[config.mk]
export PLATFORM = sky130hd
export DESIGN_NAME = timed_event_queue_top
export DESIGN_NICKNAME = d
export VERILOG_FILES = /design/src/rtl/teq_pkg.sv /design/src/rtl/teq_ram.sv /design/src/rtl/teq_div.sv /design/src/rtl/teq_datapath.sv /design/src/rtl/teq_ctrl.sv /design/src/rtl/timed_event_queue_top.sv
export VERILOG_INCLUDE_DIRS = /design/src /design/src/rtl
export SDC_FILE = /design/constraint.sdc
export NUM_CORES = 2
export LEC_CHECK = 0
export ABC_AREA = 1
export BUFFER_PORTS_ARGS = -buffer_cell sky130_fd_sc_hd__buf_4
export CORE_MARGIN = 10
export CORE_UTILIZATION = 42
export DETAILED_ROUTE_END_ITERATION = 16
export PLACE_DENSITY = 0.67
export SYNTH_ARGS = -nofsm -noshare
export SYNTH_HDL_FRONTEND = slang
export SYNTH_SLANG_ARGS = --single-unit
[constraint.sdc]
create_clock -name clk -period 12.3 [get_ports clk]
set_clock_uncertainty 0.2 [all_clocks]
set_input_delay 0.615 -clock clk [delete_from_list [all_inputs] [get_ports clk]]
set_output_delay 0.615 -clock clk [all_outputs]
set_load 0.02 [all_outputs]
[src/rtl/timed_event_queue_top_macros.svh]
// assertion helpers for the timed event queue
`ifndef TIMED_EVENT_QUEUE_TOP_MACROS_SVH
`define TIMED_EVENT_QUEUE_TOP_MACROS_SVH

// property that holds whenever reset is released
`define TEQ_ASSERT(label, prop, msg) \
	label: assert property (@(posedge clk) disable iff (!arst_n) (prop)) else $error(msg);

// implication whose consequent is checked in the next cycle
`define TEQ_ASSERT_NEXT(label, ante, cons, msg) \
	label: assert property (@(posedge clk) disable iff (!arst_n) (ante) |=> (cons)) \
		else $error(msg);

`endif

[src/rtl/teq_pkg.sv]
package teq_pkg;
	localparam int QueueDepth = 32;
	localparam int IdxW = $clog2(QueueDepth);
	localparam int CntW = $clog2(QueueDepth + 1);
	localparam int MsgW = 26;
	localparam int EntryW = 32 + MsgW;

	typedef enum logic [1:0] {
		CMD_INSERT = 2'd0,
		CMD_DRAIN  = 2'd1,
		CMD_CLEAR  = 2'd2,
		CMD_RESET  = 2'd3
	} cmd_t;

	typedef enum logic [2:0] {
		KIND_EVENT   = 3'd0,
		KIND_ACCEPT  = 3'd1,
		KIND_DROP    = 3'd2,
		KIND_DRAINED = 3'd3,
		KIND_CLEARED = 3'd4,
		KIND_RESET   = 3'd5
	} kind_t;

	// controller -> datapath
	typedef struct packed {
		logic            load;       // capture input transaction
		logic            rd_en;
		logic [IdxW-1:0] rd_addr;
		logic            wr_en;
		logic [IdxW-1:0] wr_addr;
		logic            wr_new;     // write the new event rather than the read entry
		logic            div_start;
		logic            cnt_clear;
		logic            cnt_inc;
		logic            cnt_set;    // count <= keep index
		logic            keep_clr;
		logic            keep_inc;
		logic            drop_inc;
		logic            drop_clr;
		logic            out_load;
		kind_t           out_kind;
		logic            out_msg;    // result carries the read entry
		logic            out_off;    // result carries the quotient
		logic            out_last;
	} teq_cmd_t;

	// datapath -> controller
	typedef struct packed {
		cmd_t            cmd;
		logic [CntW-1:0] count;
		logic [CntW-1:0] keep;       // wide enough to hold a full queue
		logic            rd_gt_new;  // read entry time > new event time
		logic            in_win;
		logic            past;
		logic            note_off;
		logic            div_busy;
		logic            out_busy;
	} teq_sts_t;
endpackage

[src/rtl/teq_ram.sv]
module teq_ram #(
	parameter int Width = 8,
	parameter int Depth = 4
) (
	input  logic                     clk,
	input  logic                     wr_en,
	input  logic [$clog2(Depth)-1:0] wr_addr,
	input  logic [Width-1:0]         wr_data,
	input  logic                     rd_en,
	input  logic [$clog2(Depth)-1:0] rd_addr,
	output logic [Width-1:0]         rd_data
);
	logic [Width-1:0] mem_q [Depth];

	always_ff @(posedge clk) begin
		if (wr_en) begin
			mem_q[wr_addr] <= wr_data;
		end
		if (rd_en) begin
			rd_data <= mem_q[rd_addr];
		end
	end
endmodule

[src/rtl/teq_div.sv]
// restoring divider, one quotient bit a cycle
module teq_div import teq_pkg::*; (
	input  logic        clk,
	input  logic        arst_n,
	input  logic        start,
	input  logic [47:0] num,
	input  logic [32:0] den,
	output logic        busy,
	output logic [47:0] quo
);
	logic [5:0]  cnt_q;
	logic [47:0] quo_q;
	logic [32:0] rem_q;
	logic [33:0] trial;

	assign trial = {rem_q, quo_q[47]} - {1'b0, den};

	always_ff @(posedge clk or negedge arst_n) begin
		if (!arst_n) begin
			cnt_q <= '0;
		end else if (start) begin
			cnt_q <= 6'd48;
		end else if (cnt_q != '0) begin
			cnt_q <= cnt_q - 6'd1;
		end
	end

	always_ff @(posedge clk) begin
		if (start) begin
			quo_q <= num;
			rem_q <= '0;
		end else if (cnt_q != '0) begin
			if (!trial[33]) begin
				rem_q <= trial[32:0];
				quo_q <= {quo_q[46:0], 1'b1};
			end else begin
				rem_q <= {rem_q[31:0], quo_q[47]};
				quo_q <= {quo_q[46:0], 1'b0};
			end
		end
	end

	assign busy = (cnt_q != '0);
	assign quo  = quo_q;
endmodule

[src/rtl/teq_datapath.sv]
module teq_datapath import teq_pkg::*; (
	input  logic        clk,
	input  logic        arst_n,
	input  teq_cmd_t    c,
	output teq_sts_t    s,
	input  logic [1:0]  command,
	input  logic [31:0] event_time,
	input  logic [7:0]  status_byte,
	input  logic [7:0]  data_one,
	input  logic [7:0]  data_two,
	input  logic [1:0]  byte_count,
	input  logic [31:0] window_start,
	input  logic [31:0] window_end,
	input  logic [15:0] sample_count,
	output logic        out_valid,
	input  logic        out_stall,
	output logic [2:0]  kind,
	output logic [7:0]  out_status,
	output logic [7:0]  out_data_one,
	output logic [7:0]  out_data_two,
	output logic [1:0]  out_byte_count,
	output logic [15:0] sample_offset,
	output logic [31:0] drop_total,
	output logic        last
);
	logic [1:0]        cmd_q;
	logic [31:0]       time_q, ws_q, we_q;
	logic [MsgW-1:0]   msg_q;
	logic [15:0]       samp_q;
	logic [CntW-1:0]   count_q;
	logic [CntW-1:0]   keep_q;
	logic [31:0]       drop_q;
	logic [EntryW-1:0] rd_data, wr_data;
	logic [31:0]       rt;
	logic [MsgW-1:0]   rm;
	logic [32:0]       diff, span;
	logic [47:0]       prod_q, quo;
	logic              div_busy;
	logic [15:0]       off_clamp;

	always_ff @(posedge clk) begin
		if (c.load) begin
			cmd_q  <= command;
			time_q <= event_time;
			msg_q  <= {status_byte, data_one, data_two, byte_count};
			ws_q   <= window_start;
			we_q   <= window_end;
			samp_q <= sample_count;
		end
	end

	assign rt = rd_data[EntryW-1:MsgW];
	assign rm = rd_data[MsgW-1:0];
	assign wr_data = c.wr_new ? {time_q, msg_q} : rd_data;

	teq_ram #(.Width(EntryW), .Depth(QueueDepth)) u_ram (
		.clk    (clk),
		.wr_en  (c.wr_en),
		.wr_addr(c.wr_addr),
		.wr_data(wr_data),
		.rd_en  (c.rd_en),
		.rd_addr(c.rd_addr),
		.rd_data(rd_data)
	);

	assign diff = {rt[31], rt} - {ws_q[31], ws_q};
	assign span = {we_q[31], we_q} - {ws_q[31], ws_q};

	// product registered ahead of the divider
	always_ff @(posedge clk) begin
		prod_q <= 48'(diff[31:0]) * 48'(samp_q);
	end

	teq_div u_div (
		.clk   (clk),
		.arst_n(arst_n),
		.start (c.div_start),
		.num   (prod_q),
		.den   (span),
		.busy  (div_busy),
		.quo   (quo)
	);

	always_comb begin
		if (samp_q == '0) begin
			off_clamp = '0;
		end else if (quo > 48'(samp_q - 16'd1)) begin
			off_clamp = samp_q - 16'd1;
		end else begin
			off_clamp = quo[15:0];
		end
	end

	always_ff @(posedge clk or negedge arst_n) begin
		if (!arst_n) begin
			count_q <= '0;
			keep_q  <= '0;
			drop_q  <= '0;
		end else begin
			if (c.cnt_clear) begin
				count_q <= '0;
			end else if (c.cnt_inc) begin
				count_q <= count_q + CntW'(1);
			end else if (c.cnt_set) begin
				count_q <= keep_q;
			end
			if (c.keep_clr) begin
				keep_q <= '0;
			end else if (c.keep_inc) begin
				keep_q <= keep_q + CntW'(1);
			end
			if (c.drop_clr) begin
				drop_q <= '0;
			end else if (c.drop_inc) begin
				drop_q <= drop_q + 32'd1;
			end
		end
	end

	// output register
	always_ff @(posedge clk or negedge arst_n) begin
		if (!arst_n) begin
			out_valid <= 1'b0;
		end else if (c.out_load) begin
			out_valid <= 1'b1;
		end else if (!out_stall) begin
			out_valid <= 1'b0;
		end
	end

	always_ff @(posedge clk) begin
		if (c.out_load) begin
			kind           <= c.out_kind;
			out_status     <= c.out_msg ? rm[25:18] : '0;
			out_data_one   <= c.out_msg ? rm[17:10] : '0;
			out_data_two   <= c.out_msg ? rm[9:2] : '0;
			out_byte_count <= c.out_msg ? rm[1:0] : '0;
			sample_offset  <= c.out_off ? off_clamp : '0;
			last           <= c.out_last;
		end
	end
	assign drop_total = drop_q;

	assign s.cmd       = cmd_t'(cmd_q);
	assign s.count     = count_q;
	assign s.keep      = keep_q;
	assign s.rd_gt_new = $signed(rt) > $signed(time_q);
	assign s.in_win    = !diff[32] && ($signed(rt) < $signed(we_q));
	assign s.past      = diff[32];
	assign s.note_off  = (rm[25:22] == 4'h8) ||
		(rm[25:22] == 4'h9 && rm[1:0] == 2'd3 && rm[9:2] == 8'd0);
	assign s.div_busy  = div_busy;
	assign s.out_busy  = out_valid && out_stall;
endmodule

[src/rtl/teq_ctrl.sv]
module teq_ctrl import teq_pkg::*; (
	input  logic     clk,
	input  logic     arst_n,
	input  logic     in_valid,
	output logic     in_stall,
	input  teq_sts_t s,
	output teq_cmd_t c
);
	typedef enum logic [8:0] {
		ST_IDLE  = 9'b000000001,
		ST_DEC   = 9'b000000010,
		ST_ISCAN = 9'b000000100,
		ST_IWAIT = 9'b000001000,
		ST_DREAD = 9'b000010000,
		ST_DWAIT = 9'b000100000,
		ST_DMUL  = 9'b001000000,
		ST_DDIV  = 9'b010000000,
		ST_DONE  = 9'b100000000
	} state_t;

	state_t          state_q, state_d;
	logic [CntW-1:0] idx_q, idx_d;
	logic            end_ok;

	assign in_stall = (state_q != ST_IDLE) || s.out_busy;
	assign end_ok = !s.out_busy;

	always_ff @(posedge clk or negedge arst_n) begin
		if (!arst_n) begin
			state_q <= ST_IDLE;
			idx_q   <= '0;
		end else begin
			state_q <= state_d;
			idx_q   <= idx_d;
		end
	end

	always_comb begin
		c = '0;
		c.out_kind = KIND_EVENT;
		state_d = state_q;
		idx_d = idx_q;
		case (state_q)
			ST_IDLE: begin
				if (in_valid && !s.out_busy) begin
					c.load = 1'b1;
					state_d = ST_DEC;
				end
			end
			ST_DEC: begin
				case (s.cmd)
					CMD_INSERT: begin
						if (s.count >= CntW'(QueueDepth)) begin
							c.drop_inc = 1'b1;
							c.out_load = 1'b1;
							c.out_kind = KIND_DROP;
							c.out_last = 1'b1;
							state_d = ST_IDLE;
						end else begin
							idx_d = s.count;
							state_d = ST_ISCAN;
						end
					end
					CMD_DRAIN: begin
						idx_d = '0;
						c.keep_clr = 1'b1;
						state_d = ST_DREAD;
					end
					CMD_CLEAR: begin
						c.cnt_clear = 1'b1;
						c.out_load = 1'b1;
						c.out_kind = KIND_CLEARED;
						c.out_last = 1'b1;
						state_d = ST_IDLE;
					end
					default: begin
						c.cnt_clear = 1'b1;
						c.drop_clr = 1'b1;
						c.out_load = 1'b1;
						c.out_kind = KIND_RESET;
						c.out_last = 1'b1;
						state_d = ST_IDLE;
					end
				endcase
			end
			// read entry idx-1 and decide in the next cycle, or at idx 0 write the new event
			ST_ISCAN: begin
				if (idx_q == '0) begin
					c.wr_en = 1'b1;
					c.wr_addr = IdxW'(idx_q);
					c.wr_new = 1'b1;
					c.cnt_inc = 1'b1;
					c.out_load = 1'b1;
					c.out_kind = KIND_ACCEPT;
					c.out_last = 1'b1;
					state_d = ST_IDLE;
				end else begin
					c.rd_en = 1'b1;
					c.rd_addr = IdxW'(idx_q - CntW'(1));
					state_d = ST_IWAIT;
				end
			end
			ST_IWAIT: begin
				c.wr_en = 1'b1;
				c.wr_addr = IdxW'(idx_q);
				if (s.rd_gt_new) begin
					idx_d = idx_q - CntW'(1);
					state_d = ST_ISCAN;
				end else begin
					c.wr_new = 1'b1;
					c.cnt_inc = 1'b1;
					c.out_load = 1'b1;
					c.out_kind = KIND_ACCEPT;
					c.out_last = 1'b1;
					state_d = ST_IDLE;
				end
			end
			ST_DREAD: begin
				if (idx_q >= s.count) begin
					state_d = ST_DONE;
				end else begin
					c.rd_en = 1'b1;
					c.rd_addr = IdxW'(idx_q);
					state_d = ST_DWAIT;
				end
			end
			ST_DWAIT: begin
				if (s.in_win) begin
					state_d = ST_DMUL;
				end else if (s.past) begin
					if (!s.note_off) begin
						idx_d = idx_q + CntW'(1);
						state_d = ST_DREAD;
					end else if (end_ok) begin
						c.out_load = 1'b1;
						c.out_msg = 1'b1;
						idx_d = idx_q + CntW'(1);
						state_d = ST_DREAD;
					end
				end else begin
					c.wr_en = 1'b1;
					c.wr_addr = IdxW'(s.keep);
					c.keep_inc = 1'b1;
					idx_d = idx_q + CntW'(1);
					state_d = ST_DREAD;
				end
			end
			ST_DMUL: begin
				c.div_start = 1'b1;
				state_d = ST_DDIV;
			end
			ST_DDIV: begin
				if (!s.div_busy && end_ok) begin
					c.out_load = 1'b1;
					c.out_msg = 1'b1;
					c.out_off = 1'b1;
					idx_d = idx_q + CntW'(1);
					state_d = ST_DREAD;
				end
			end
			ST_DONE: begin
				if (end_ok) begin
					c.cnt_set = 1'b1;
					c.out_load = 1'b1;
					c.out_kind = KIND_DRAINED;
					c.out_last = 1'b1;
					state_d = ST_IDLE;
				end
			end
			default: begin
				state_d = ST_IDLE;
			end
		endcase
	end
endmodule

[src/rtl/timed_event_queue_top.sv]
// insert scans held entries from the tail in ST_ISCAN and ST_IWAIT; clear and reset are answered from ST_DEC
// throughput: one transaction at a time; the 48-step shift divider sets the drain rate
// keep/skip entries pass through ST_DREAD and ST_DWAIT; full-queue drops are answered from ST_DEC
// reset: async active low clears the queue count, drop counter and controller
`include "timed_event_queue_top_macros.svh"
module timed_event_queue_top import teq_pkg::*; (
	input  logic        clk,
	input  logic        arst_n,
	input  logic        in_valid,
	output logic        in_stall,
	input  logic [1:0]  command,
	input  logic [31:0] event_time,
	input  logic [7:0]  status_byte,
	input  logic [7:0]  data_one,
	input  logic [7:0]  data_two,
	input  logic [1:0]  byte_count,
	input  logic [31:0] window_start,
	input  logic [31:0] window_end,
	input  logic [15:0] sample_count,
	output logic        out_valid,
	input  logic        out_stall,
	output logic [2:0]  kind,
	output logic [7:0]  out_status,
	output logic [7:0]  out_data_one,
	output logic [7:0]  out_data_two,
	output logic [1:0]  out_byte_count,
	output logic [15:0] sample_offset,
	output logic [31:0] drop_total,
	output logic        last
);
	teq_cmd_t c;
	teq_sts_t s;

	teq_ctrl u_ctrl (
		.clk     (clk),
		.arst_n  (arst_n),
		.in_valid(in_valid),
		.in_stall(in_stall),
		.s       (s),
		.c       (c)
	);

	teq_datapath u_dp (
		.clk           (clk),
		.arst_n        (arst_n),
		.c             (c),
		.s             (s),
		.command       (command),
		.event_time    (event_time),
		.status_byte   (status_byte),
		.data_one      (data_one),
		.data_two      (data_two),
		.byte_count    (byte_count),
		.window_start  (window_start),
		.window_end    (window_end),
		.sample_count  (sample_count),
		.out_valid     (out_valid),
		.out_stall     (out_stall),
		.kind          (kind),
		.out_status    (out_status),
		.out_data_one  (out_data_one),
		.out_data_two  (out_data_two),
		.out_byte_count(out_byte_count),
		.sample_offset (sample_offset),
		.drop_total    (drop_total),
		.last          (last)
	);

	`TEQ_ASSERT(a_count_bound, s.count <= CntW'(QueueDepth), "queue count beyond depth")
	`TEQ_ASSERT_NEXT(a_load_overwrite, c.out_load, out_valid, "result register not loaded")
	`TEQ_ASSERT(a_no_load_when_busy, !(c.out_load && s.out_busy), "result overwritten while stalled")
endmodule

# ---- Word-level counts from Yosys, hierarchy flattened
# Memory sizes are Yosys's and may differ from the RTL's. A register that Yosys moved wholly into a read port is not among the register bits.
# Index checks and enable logic that the tools add are counted.
dict set report op_classes {
  n_reduce_logical 26
  n_addsub 11
  n_bitwise 1
  n_lt_le_gt_ge 5
  n_eq_ne 25
  n_mul 1
  mux 84
}
# operator n
set ops {}
lappend ops {{$mux 6} 18}
lappend ops {{$mux 48} 2}
lappend ops {{$pmux 9 s9} 1}
lappend ops {{$mux 9} 8}
lappend ops {{$sub 32x32->33} 2}
lappend ops {{$mux 32} 2}
lappend ops {{$mux 58} 1}
lappend ops {{$gt 48x48->1} 1}
lappend ops {{$mul 32x16->48} 1}
lappend ops {{$sub 34x33->34} 1}
lappend ops {{$mux 33} 1}
lappend ops {{$add 32x1->32 const B} 1}
lappend ops {{$gt 32x32->1} 1}
lappend ops {{$lt 32x32->1} 1}
lappend ops {{$mux 1} 27}
lappend ops {{$pmux 6 s2} 2}
lappend ops {{$pmux 6 s4} 1}
lappend ops {{$mux 4} 5}
lappend ops {{$add 6x1->6 const B} 3}
lappend ops {{$pmux 6 s3} 1}
lappend ops {{$sub 16x1->17 const B} 1}
lappend ops {{$logic_not 16->1} 1}
lappend ops {{$mux 16} 1}
lappend ops {{$sub 16x1->16 const B} 1}
lappend ops {{45 further kinds} 69}
dict set report totals {
  mem_count 1
  out_inout_bits 80
  wordCells 177
  inputBits 144
  ff_bits 381
  ram_bits 1856
}
# name words width rd rd_ports_with_merged_regs write_ports line_no
set memory_table {}
lappend memory_table {u_dp.u_ram.mem_q 32 58 1 1 1 teq_ram.sv:13} ;# logic [Width-1:0] mem_q [Depth];

# ---- Longest topological paths before layout
dict set report logic_depth {
  word_depth 9
  mapped_depth 41
  depth_no_buf 40
}

# ---- Cells and area by module
# From an unflattened synthesis, not the netlist that was laid out.
dict set report hier_totals {
  cells_unflattened 11916
  hier_area_um2 119733.6
}
# mod n_inst cells_per_inst seq_area_each_um2 area_per_inst_um2
set by_module_without_submodules {}
lappend by_module_without_submodules {teq_ram 1 6367 57475.1 76560.9}
lappend by_module_without_submodules {teq_datapath 1 4117 7672.4 33907.5}
lappend by_module_without_submodules {teq_div 1 1133 2252.2 7442.1}
lappend by_module_without_submodules {teq_ctrl 1 299 376.6 1823.0}

# ---- Worst setup path before layout
# OpenSTA, ideal clock, no wires.
dict set report synth_path {
  path_kind {flip-flop to flip-flop}
  from {reg u_ctrl.state_q[0]}
  to {reg u_dp.cmd_q[0] (enable)}
  required_ps 11458
  arrival_time_ps 6979
  n_path_buf 0
  setup_ps 642
  path_stages_with_launch 7
  setup_slack_ps 4479
  synth_period_minus_slack_ps 7821
  path_cell_list {dfstp_2 > inv_1 > nor4_1 > nand2_1 > inv_1 > nand2_1 > nor2_1}
}
# item line_no
set synth_lines {}
lappend synth_lines {{start: declaration} teq_ctrl.sv:21} ;# state_t state_q, state_d;
lappend synth_lines {{start signal: assignment} teq_ctrl.sv:33} ;# state_q <= state_d;
lappend synth_lines {{end signal: assignment} teq_datapath.sv:43} ;# cmd_q <= command;
lappend synth_lines {{end: declaration} teq_datapath.sv:26} ;# logic [1:0] cmd_q;

# ---- Worst setup path in the final report
dict set report layout_path {
  from {reg u_dp.u_ram.rd_data[26] (read register of u_dp.u_ram.mem_q)}
  to {reg u_dp.prod_q[41]}
}
dict set report layout_via {
  elab_chain_cells 2
}
# item line_no
set layout_lines {}
lappend layout_lines {{start: declaration} teq_ram.sv:11} ;# output logic [Width-1:0] rd_data
lappend layout_lines {{$sub 32x32->33} teq_datapath.sv:66} ;# assign diff = {rt[31], rt} - {ws_q[31], ws_q};
lappend layout_lines {{$mul 32x16->48} teq_datapath.sv:71} ;# prod_q <= 48'(diff[31:0]) * 48'(samp_q);
lappend layout_lines {{end signal: assignment} teq_datapath.sv:71}
lappend layout_lines {{end: declaration} teq_datapath.sv:37} ;# logic [47:0] prod_q, quo;
# Every way passes these cells.
# A chain may end at the register's enable or synchronous reset.

==> run metrics <==
outcome complete, no violations; netlist area before placement 120000 um2; total die area 307000 um2; critical path endpoint category flop; Avg Vias per Cell 5.66; clock root buffer sky130_fd_sc_hd__clkbuf_16; Critical path origin u_dp.u_ram.rd_data[26]$_DFFE_PP_; startpoint type of the worst setup path flop; final max-slew violation count 0; post-detailed-route DRC marker count 0; fraction of the cycle the final worst path needs 73.2%; wire length of the first global-routing pass 547000 um; Crit Path Category flop to flop; post-route design area 134000 um2; CP max stage delay 0.85 ns; weighted congestion at the end of routability-driven global placement roughly 0.94; worst hold start out_stall; share of async-settable or async-resettable flops after synthesis between 2 and 3%; warning count from the yosys run 0; Hold Path Depth 3; post-detailed-placement cell area 125000 um2; post-route setup TNS 0 ns; Slew Limit Headroom 4.75%; maximum clock path buffer count 4; cell type contributing the most total cell area after synthesis sky130_fd_sc_hd__edfxtp_1; total gr overflow 0; largest cells by area after synthesis sky130_fd_sc_hd__edfxtp_1 54%, sky130_fd_sc_hd__nand3_1 11%, sky130_fd_sc_hd__nand2_1 9.3%; Die Width 554 um; sequential element share of the synthesized area 56.6%; Nets 12800; primary flip-flop cell chosen by synthesis mapping sky130_fd_sc_hd__edfxtp_1; maximum number of pins on one net before global-route repair 212; family of cells with the greatest summed delay on the critical path adder cells; Hold/Removal Path Class primary input to flop; final period demand of the worst path between 9 and 10 ns; Post-synth EDFFs between 2000 and 2500; Crit Path Max Fanout 10; number of placement rows 195; final core occ 47.3%; Wirelength per Cell 23.2 um; number of global-route vias before repair between 80000 and 90000; Top cell by count, worst path sky130_fd_sc_hd__fa_1; critical path required time about 13 ns; Layout Area Growth over Synthesis 11.8%; placed wire-length estimate ~210000 um; core area about 280000 um2; number of endpoints failing setup at the final stage 0; launch instance of the worst register-to-register path u_dp.u_ram.rd_data[26]$_DFFE_PP_; Buffers on Ports 223; Post-DRT Antenna Nets 0; slowest cell on the critical path sky130_fd_sc_hd__xor2_1; final-report hold violation count 0; Max H-tree Level 4; number of antenna violations at the first check in global routing 15; upper clock frequency limit 111 MHz; CP Buf/Inv Count 7; number of CTS-inserted buffers between 200 and 250; Vias 89400; most frequent standard cell in the layout excluding fill and tap cells sky130_fd_sc_hd__nand2_1; net count of the mapped netlist 12600; fraction of layout cells with a size suffix above 1 7.64%; Clock Sinks 2295; synthesized instance count 11700; worst-margin pin slew ~1.4 ns; path depth of the worst reg2reg path 33; clk slew on worst S/H paths 0.06 ns; most frequent cells in the layout 2953 x sky130_fd_sc_hd__nand2_1, 2541 x sky130_fd_sc_hd__nand3_1, 2148 x sky130_fd_sc_hd__edfxtp_1; number of flip-flops and latches in the synthesized netlist between 2000 and 2500; count of unique library cells instantiated by Yosys 61; number of maximum-capacitance constraint violations 0; starting density of the core 42.3%; mean post-synth cell area 10.2 um2; TritonCTS clock tree yes; RSZ-0062 raised after global routing false; share of the synthesized area in the top cell type 53.9%; GRT Overall Usage 23.0%; first-pass iteration count of the detailed router 7; Top Ports 224; Data arrival, critical path approximately 9.5 ns; DR iter-0 viols 11500; final routed wirelength across all metal layers 367000 um; Clk Latency, worst-skew pair approximately 0.97 ns; WP depth 33; die extent in y 554 um
-- stage by stage --
stage / hold WS [ns] / cells / setup slack [ns]
after detailed placement: 0.284 / 15200 / 3.48
final: 0.154 / 15800 / 3.29
after global routing: 0.155 / 15800 / 2.88
after CTS: 0.106 / 15800 / 3.46
after global placement: 0.285 / 15200 / 3.59
after floorplan: 0.119 / 11700 / 4.48
-- layer usage --
layer	track usage, %	part of all wire [%]
met5	0	0.015
met1	32.8	41
met2	35.1	44
met3	4.59	11
met4	7.53	3.5
-- area by class of cell --
cell class | count | area, um2
Inverter | 1000 | 3780
Sequential cell | 2295 | 67800
Clock buffer | 303 | 6360
Fill cell | 25600 | 149000
Clock inverter | 133 | 1370
Timing Repair Buffer | 539 | 4560
Multi-Input combinational cell | 7784 | 45200
Tap cell | 3743 | 4680
Antenna cell | 6 | 15.0
-- final timing paths --
kind	end	slack (ns)
setup / recovery	u_dp.prod_q[41]$_DFF_P_	3.29
hold / removal	u_dp.out_valid$_DFFE_PN0P_	0.15
setup reg to reg	u_dp.prod_q[41]$_DFF_P_	3.29
hold reg to reg	u_dp.u_div.quo[33]$_DFFE_PP_	0.30
max in group asynchronous	u_ctrl.state_q[6]$_DFFE_PN0P_	11.00
min in group asynchronous	u_dp.drop_total[6]$_DFFE_PN0P_	0.18
-- flip-flops by register name (all words and copies together), names as in the netlist, 16 cells and up --
register	cells
u_dp.prod_q	48
u_dp.sample_offset	16
u_dp.samp_q	16
u_dp.we_q	32
u_dp.u_div.rem_q	33
u_dp.drop_total	32
u_dp.time_q	32
u_dp.ws_q	32
u_dp.u_ram.mem_q	1856
u_dp.u_ram.rd_data	58
u_dp.msg_q	26
u_dp.u_div.quo	48
-- logic make-up (layout without fill, tap and decap cells) --
family,after synthesis,after routing,share of synthesized area [%]
and+or+nand+nor,6244,6244,22.7
AOI/OAI and AO/OA,639,639,2.93
other,0,6,0
buffers and inverters,1649,1975,6.07
xor gates and xnor gates,137,137,1.00
adders and majority gates,764,764,10.6
DFF,2295,2295,56.6
-- cell usage after synthesis (6+ instances only) --
master	number
sky130_fd_sc_hd__nor3_1	50
sky130_fd_sc_hd__nor2_1	545
sky130_fd_sc_hd__ha_1	343
sky130_fd_sc_hd__or2_2	25
sky130_fd_sc_hd__dfxtp_1	81
sky130_fd_sc_hd__nand3b_1	8
sky130_fd_sc_hd__edfxtp_1	2148
sky130_fd_sc_hd__o211ai_1	12
sky130_fd_sc_hd__o21bai_1	12
sky130_fd_sc_hd__clkbuf_1	185
sky130_fd_sc_hd__fa_1	421
sky130_fd_sc_hd__a21oi_1	273
sky130_fd_sc_hd__and3_1	6
sky130_fd_sc_hd__a21o_1	16
sky130_fd_sc_hd__dfrtp_1	65
sky130_fd_sc_hd__nor4_1	23
sky130_fd_sc_hd__nand4_1	44
sky130_fd_sc_hd__buf_6	52
sky130_fd_sc_hd__buf_1	45
sky130_fd_sc_hd__clkinv_1	9
sky130_fd_sc_hd__inv_2	16
sky130_fd_sc_hd__o21a_1	16
sky130_fd_sc_hd__nand3_1	2543
sky130_fd_sc_hd__nand2_1	2956
sky130_fd_sc_hd__buf_2	276
sky130_fd_sc_hd__xor2_1	89
sky130_fd_sc_hd__xnor2_1	48
sky130_fd_sc_hd__nor2_2	8
sky130_fd_sc_hd__inv_1	975
sky130_fd_sc_hd__nand3_2	13
sky130_fd_sc_hd__o21ai_0	237
sky130_fd_sc_hd__a31oi_1	36
sky130_fd_sc_hd__buf_4	91
-- worst min-delay path: stages --
cell and delay [ns]:
sky130_fd_sc_hd__buf_4 0.08, sky130_fd_sc_hd__nand2_1 0.24, sky130_fd_sc_hd__nand4_1 0.20
-- timing repair --
action | in CTS | in global routing
endpoints found under the setup margin | 0 | 0
hold endpoints to repair | 205 | 0
resized for setup | 0 | 0
hold buffers | 141 | 0
setup buffers | 0 | 0
Power is left out: the tool's default activity adds up to more than one toggle a clock period on the data nets, which glitch-free logic cannot reach.
